## src/sv/rns_pkg.sv

```systemverilog
// Shared types and constants of the rate network relaxation sweep.
package rns_pkg;

	localparam logic [2:0] REQ_WR_EXC = 3'd0;
	localparam logic [2:0] REQ_WR_INH = 3'd1;
	localparam logic [2:0] REQ_LOAD   = 3'd2;
	localparam logic [2:0] REQ_READ   = 3'd3;
	localparam logic [2:0] REQ_SWEEP  = 3'd4;

	localparam logic [1:0] REG_LEAK_GAIN    = 2'd0;
	localparam logic [1:0] REG_STEP_SIZE    = 2'd1;
	localparam logic [1:0] REG_DEPRESSED    = 2'd2;
	localparam logic [1:0] REG_NEURON_COUNT = 2'd3;

	localparam logic [15:0] LEAK_GAIN_RESET    = 16'd4096;
	localparam logic [15:0] STEP_SIZE_RESET    = 16'd655;
	localparam logic [6:0]  NEURON_COUNT_RESET = 7'd64;
	localparam logic [15:0] RATE_RESET         = 16'd32768;

	localparam int          EXP_SPAN  = 2048;
	localparam logic [31:0] EXP_RATIO = 32'd4278222805;

	typedef struct packed {
		logic [2:0]         req_type;
		logic [5:0]         row_index;
		logic [5:0]         col_index;
		logic signed [15:0] value;
	} req_t;

	typedef struct packed {
		logic [5:0]         neuron_index;
		logic [15:0]        rate;
		logic signed [15:0] activity;
		logic               saturated;
		logic               last;
	} res_t;

	typedef struct packed {
		logic [15:0] leak_gain;
		logic [15:0] step_size;
		logic        depressed_mode;
		logic [6:0]  neuron_count;
	} cfg_t;

endpackage

```

## src/sv/rns_apb_regs.sv

```systemverilog
// Configuration registers behind the APB-style port.
module rns_apb_regs (
	input  logic              clk,
	input  logic              arst_n,
	input  logic              psel,
	input  logic              penable,
	input  logic              pwrite,
	input  logic [3:0]        paddr,
	input  logic [31:0]       pwdata,
	output logic [31:0]       prdata,
	output logic              pready,
	output rns_pkg::cfg_t     cfg
);

	rns_pkg::cfg_t cfg_q;
	logic          wr;

	assign pready = 1'b1;
	assign wr     = psel & penable & pwrite;
	assign cfg    = cfg_q;

	always_ff @(posedge clk or negedge arst_n) begin
		if (!arst_n) begin
			cfg_q.leak_gain      <= rns_pkg::LEAK_GAIN_RESET;
			cfg_q.step_size      <= rns_pkg::STEP_SIZE_RESET;
			cfg_q.depressed_mode <= 1'b0;
			cfg_q.neuron_count   <= rns_pkg::NEURON_COUNT_RESET;
		end else if (wr) begin
			unique case (paddr[3:2])
				rns_pkg::REG_LEAK_GAIN:    cfg_q.leak_gain      <= pwdata[15:0];
				rns_pkg::REG_STEP_SIZE:    cfg_q.step_size      <= pwdata[15:0];
				rns_pkg::REG_DEPRESSED:    cfg_q.depressed_mode <= pwdata[0];
				rns_pkg::REG_NEURON_COUNT: cfg_q.neuron_count   <= pwdata[6:0];
				default: ;
			endcase
		end
	end

	always_comb begin
		unique case (paddr[3:2])
			rns_pkg::REG_LEAK_GAIN:    prdata = {16'd0, cfg_q.leak_gain};
			rns_pkg::REG_STEP_SIZE:    prdata = {16'd0, cfg_q.step_size};
			rns_pkg::REG_DEPRESSED:    prdata = {31'd0, cfg_q.depressed_mode};
			rns_pkg::REG_NEURON_COUNT: prdata = {25'd0, cfg_q.neuron_count};
			default:                   prdata = 32'd0;
		endcase
	end

endmodule

```

## config.mk

```make
export PLATFORM = sky130hd
export DESIGN_NAME = rns_apb_regs
export DESIGN_NICKNAME = d
export VERILOG_FILES = /design/src/sv/rns_pkg.sv /design/src/sv/rns_apb_regs.sv
export SDC_FILE = /design/constraint.sdc
export NUM_CORES = 1
export LEC_CHECK = 0
export ABC_AREA = 1
export CAP_MARGIN = 20
export CORE_MARGIN = 1.5
export CORE_UTILIZATION = 59
export DETAILED_ROUTE_END_ITERATION = 7
export DONT_BUFFER_PORTS = 1
export PLACE_DENSITY = 0.85
export SYNTH_ARGS = -nofsm -noshare
export SYNTH_HDL_FRONTEND = slang
export SYNTH_SLANG_ARGS = --single-unit
```

## constraint.sdc

```tcl
create_clock -name clk -period 2 [get_ports clk]
set_clock_uncertainty 0.15 [all_clocks]
set_input_delay 0.4 -clock clk [delete_from_list [all_inputs] [get_ports clk]]
set_output_delay 0.4 -clock clk [all_outputs]
set_load 0.05 [all_outputs]
```

-- Word-level counts from Yosys, hierarchy flattened
Index checks and enable logic that the tools add are counted.
Widths: inputs -> output; s select.
- input port bits: 41
- bits in registers: 40
- logic and storage cells: 15
- bitwise logic cells: 2
- reductions and logical operators: 5
- multiplexer cells: 1
- eq/ne operators: 3
- operators with widths (kind ; number):
    $pmux 32 s4 ; 1
    $reduce_and 2->1 ; 4
    $eq 2x2->1 const B ; 2
    $and 1x1->1 ; 2
    $eq 2x1->1 const B ; 1
    $logic_not 2->1 ; 1

-- Longest topological paths before layout
- depth in word-level cells: 3
- depth in mapped cells: 7
- depth with buffers taken out: 6

-- Worst setup path after synthesis
Ideal clock, no wire load.
- path kind: input to output
- start: input port paddr[2]
- end: output port prdata[0]
- path buffers: 2
- setup slack: 0.138 ns
- stages on the path: 5
- arrival: 1.312 ns
- cells stage by stage: buf_6 nor2_4 buf_2 nand2_1 nand4_1
- cells in the longest elaborated chain, start to end: 2
- ends and longest elaborated chain (item ; RTL line ; source):
    start, declared ; rns_apb_regs.sv:8 ; input logic [3:0] paddr,
    $eq 2x2->1 (tied with other cells) ; rns_apb_regs.sv:40 ; unique case (paddr[3:2])
    $pmux 32 s4 (*) ; rns_apb_regs.sv:40 ;
    end, declared ; rns_apb_regs.sv:10 ; output logic [31:0] prdata,
Mark *: on every way between the ends. The rest lies on a longest branch, timed or not. The select of a mux whose other input is x is not followed.

-- Worst setup path after layout
- start: register cfg_q (netlist bit cfg[22])
- end: output port prdata[14]
- cells in the longest elaborated chain, start to end: 1
- ends and longest elaborated chain (item ; RTL line ; source):
    start, declared ; rns_apb_regs.sv:15 ; rns_pkg::cfg_t cfg_q;
    $pmux 32 s4 ; rns_apb_regs.sv:40 ;
Every way passes these cells. The select of a mux whose other input is x is not followed.

==> impl.org <==
** Timing
- Setup TNS Final :: 0 ns
- Final setup violation count :: 0
- Static timing analysis puts the maximum clock frequency at 518 MHz.
- Final Max Slew Viols :: 0
- Slew HR :: 0.619
- Slew @ Worst Pin :: 0.569 ns
- Final worst-path cycle share :: 0.965
- After layout, the minimum clock period comes to 1.93 ns.
- Unrepaired setup endpoints after global routing :: no
- Number of endpoints with negative hold slack in the final report :: 0

** Detailed routing
- Via Count :: 1,831
- The count of nets left with antenna violations once routing finished came out at 0.
- Drt wl/cell :: 13.3 um
- Count of unresolved DRC violations after routing :: 0
- Detailed-route vias per instance :: 4.92
- Initial DRC Count :: 108
- Wires add up to 4950 um.
- Drt first pass iters :: 4

** Placement
- Cell Count Post-Placement :: 350
- Placer congestion estimate :: 0.804
- The count of buffers added on input and output ports is 0.
- HPWL after detailed placement :: 3200 um

** Die
- Starting density of the core :: 0.611
- The die covers 0.00382 mm^2.
- Width of the die :: 61.8 um
- FP Rows :: 21
- Boundary Pins :: 114
- The floorplan step set the die height to 61.8 um.
- Placeable core area :: 0.00334 mm^2

** Pwr
- Dividing total power by cell area gives a power density of 1160 mW/mm^2.
- The analysis attributes to cell leakage a power of 1.42 nW.
- Maximum vdd ir drop :: 0.725 mV

** GRT
- Total global routing overflow :: 0
- The first global-routing pass estimated 7360 um of wire.
- Vias in the first global route :: 1,618
- Grt met3 use :: 0.0642
- Largest net degree at the start of global routing :: 41
- Most heavily used metal layer in global routing :: met2
- Met1 Track Usage GR :: 0.336
- For met2 alone, demand over resource in global routing was 0.454.
- Across every metal layer, demand over resource in global routing totals 0.268.
- The initial antenna violation count came to 0.

** Cells and area
- Layout Cells excl Fill :: 372
- The area growth from synthesis to layout is 24.8%.
- In the final layout, the share of cells above drive strength 1 is 0.261.
- In the final design database the tool counted 366 nets.
- The repair_antennas step left the layout with diodes totalling 0.
- The register with the most flip-flops in the layout has 40 of them.

** Worst hold path
- Hold Startpoint :: pwdata[15]
- In this run the worst hold path is classified as input pin to flip-flop.

** Clocking
- H-tree depth :: 2
- Clock tree from TritonCTS :: yes
- For the worst-skew pair, the clock arrives at the later sink with an insertion delay of 0.34 ns.
- Clock-pin slew on the worst setup and hold paths :: 0.11 ns
- Number of sinks handled by clock tree synthesis :: 40
- Counting the buffers created by CTS gives 5.
- CTS placed an instance of sky130_fd_sc_hd__clkbuf_4 at the clock tree root.
- Bufs on Longest Clock Path :: 2

** Synth
- Area share of the leading cell type in the synthesized netlist :: 0.393
- Post-synthesis instance area :: 0.00204 mm^2
- Counting every instance in the synthesized netlist gives 262.
- Synthesis warning total :: 0
- In this run the mean area of a mapped cell was 7.78 um^2.
- Cells taking the most area after synthesis :: sky130_fd_sc_hd__dfrtp_1 39%, sky130_fd_sc_hd__nand2_1 31%, sky130_fd_sc_hd__dfstp_2 10%, sky130_fd_sc_hd__buf_4 6.3%, sky130_fd_sc_hd__nand3_1 2.7%
- Cell taking the most area after synthesis :: sky130_fd_sc_hd__dfrtp_1
- Number of synthesized register bits :: 40
- Count of cell types in the netlist :: 18
- Register area share after synthesis :: 0.496

** Setup path
- Tracing the worst setup path back leads to its startpoint at cfg[22]$_DFFE_PN0P_.
- Critical Path Source Type :: flip-flop
- Classification of the worst setup path :: flip-flop to output port
- Reg2Reg Setup Slack :: 0.91 ns
- Data arrives at the worst endpoint at 1.38 ns.
- The worst setup path is captured at an output port.
- Along the worst path, the maximum fanout reaches 3.
- At the worst endpoint, the required time is 1.45 ns.
- The startpoint identified for the worst register-to-register timing path is cfg[36]$_DFFE_PN1P_.

** Run
- Max-cap violations :: 0

** Outcome
- Outcome :: finished, final reports clean
layout make-up:
cell class / count / area [um^2]
Clock buffer: 7 / 45.0
Clock inverter: 1 / 5.00
Fill cell: 267 / 791
Inverter: 5 / 23.8
Multi-Input combinational cell: 208 / 863
Sequential cell: 40 / 1020
Tap cell: 46 / 57.6
Timing Repair Buffer: 65 / 533
layout by cell type, fill, tap and decap left out:
cell type and count:
sky130_fd_sc_hd__dfrtp_2 6, sky130_fd_sc_hd__dfstp_2 8, sky130_fd_sc_hd__nand2_2 5, sky130_fd_sc_hd__clkbuf_1 2, sky130_fd_sc_hd__nand3_1 11, sky130_fd_sc_hd__nand2_4 1, sky130_fd_sc_hd__nand4_1 1, sky130_fd_sc_hd__clkinv_2 1
sky130_fd_sc_hd__buf_12 1, sky130_fd_sc_hd__clkbuf_4 5, sky130_fd_sc_hd__conb_1 17, sky130_fd_sc_hd__dfrtp_1 26, sky130_fd_sc_hd__dlygate4sd3_1 13, sky130_fd_sc_hd__buf_4 51, sky130_fd_sc_hd__nand2_8 1, sky130_fd_sc_hd__nor2_1 2
sky130_fd_sc_hd__nand2_1 166, sky130_fd_sc_hd__inv_1 3, sky130_fd_sc_hd__nor2_4 4, sky130_fd_sc_hd__inv_6 1, sky130_fd_sc_hd__inv_2 1
worst max-delay path: stages, from the launching register on:
cell and delay, ns:
sky130_fd_sc_hd__dfrtp_1 0.68, sky130_fd_sc_hd__nand2_1 0.11, sky130_fd_sc_hd__nand2_1 0.07, sky130_fd_sc_hd__buf_4 0.19
repair_timing:
item / 4_1_cts / 5_1_grt
hold buffers: 10 / 4
setup buffers: 0 / 0
endpoints found under the hold margin: 48 / 4
gates resized for setup: 0 / 6
endpoints found under the setup margin: 0 / 6
cell usage after synthesis:
master / n
sky130_fd_sc_hd__inv_6: 1
sky130_fd_sc_hd__buf_4: 17
sky130_fd_sc_hd__buf_8: 1
sky130_fd_sc_hd__nand2_1: 166
sky130_fd_sc_hd__nand4_1: 1
sky130_fd_sc_hd__nand2_8: 1
sky130_fd_sc_hd__conb_1: 2
sky130_fd_sc_hd__buf_6: 4
sky130_fd_sc_hd__inv_2: 1
sky130_fd_sc_hd__nand3_1: 11
sky130_fd_sc_hd__nor2_1: 2
sky130_fd_sc_hd__dfrtp_1: 32
sky130_fd_sc_hd__dfstp_2: 8
sky130_fd_sc_hd__nand2_2: 5
sky130_fd_sc_hd__inv_1: 3
sky130_fd_sc_hd__buf_2: 2
sky130_fd_sc_hd__nand2_4: 1
sky130_fd_sc_hd__nor2_4: 4
report_power, final:
group          switching, mW  internal, mW
Combinational           1.00         0.349
Clock                  0.248         0.137
Sequential             0.208          1.00
logic make-up (layout without fill, tap and decap cells):
family,Yosys count,after routing,synth area share
other,2,17,0.00368
AND/OR/NAND/NOR,191,191,0.392
flip-flops,40,40,0.496
buffers and inverters,29,78,0.109
stage by stage:
step	cell area (um^2)	setup WS, ns	hold slack [ns]	power, mW	util
floorplan	2100	0.138	-0.0456	2.20	-
global placement	2340	0.375	-0.0450	2.50	0.701
detailed placement	2340	0.345	-0.0451	2.53	0.701
CTS	2500	0.0212	0.00110	2.94	0.749
global route	2550	0.00604	0.00284	3.09	0.763
finish	2550	0.0695	0.0112	2.95	0.763
layer usage:
layer  part of all wire  vias to the layer above
li1                   -                      891
met1               0.38                      857
met2               0.53                       77
met3              0.080                        6
met4              0.011                        0
met5                  0                        -
final timing paths:
| path | endpoint | depth (start not counted) |
|---|---|---|
| setup / recovery | prdata[14] | 3 |
| hold / removal | cfg[23]$_DFFE_PN0P_ | 2 |
| setup reg to reg | cfg[36]$_DFFE_PN1P_ | 3 |
| hold reg to reg | cfg[9]$_DFFE_PN1P_ | 3 |
| max in group asynchronous | cfg[15]$_DFFE_PN1P_ | 2 |
| min in group asynchronous | cfg[39]$_DFFE_PN0P_ | 2 |
Power figures use the tool's default switching activity.
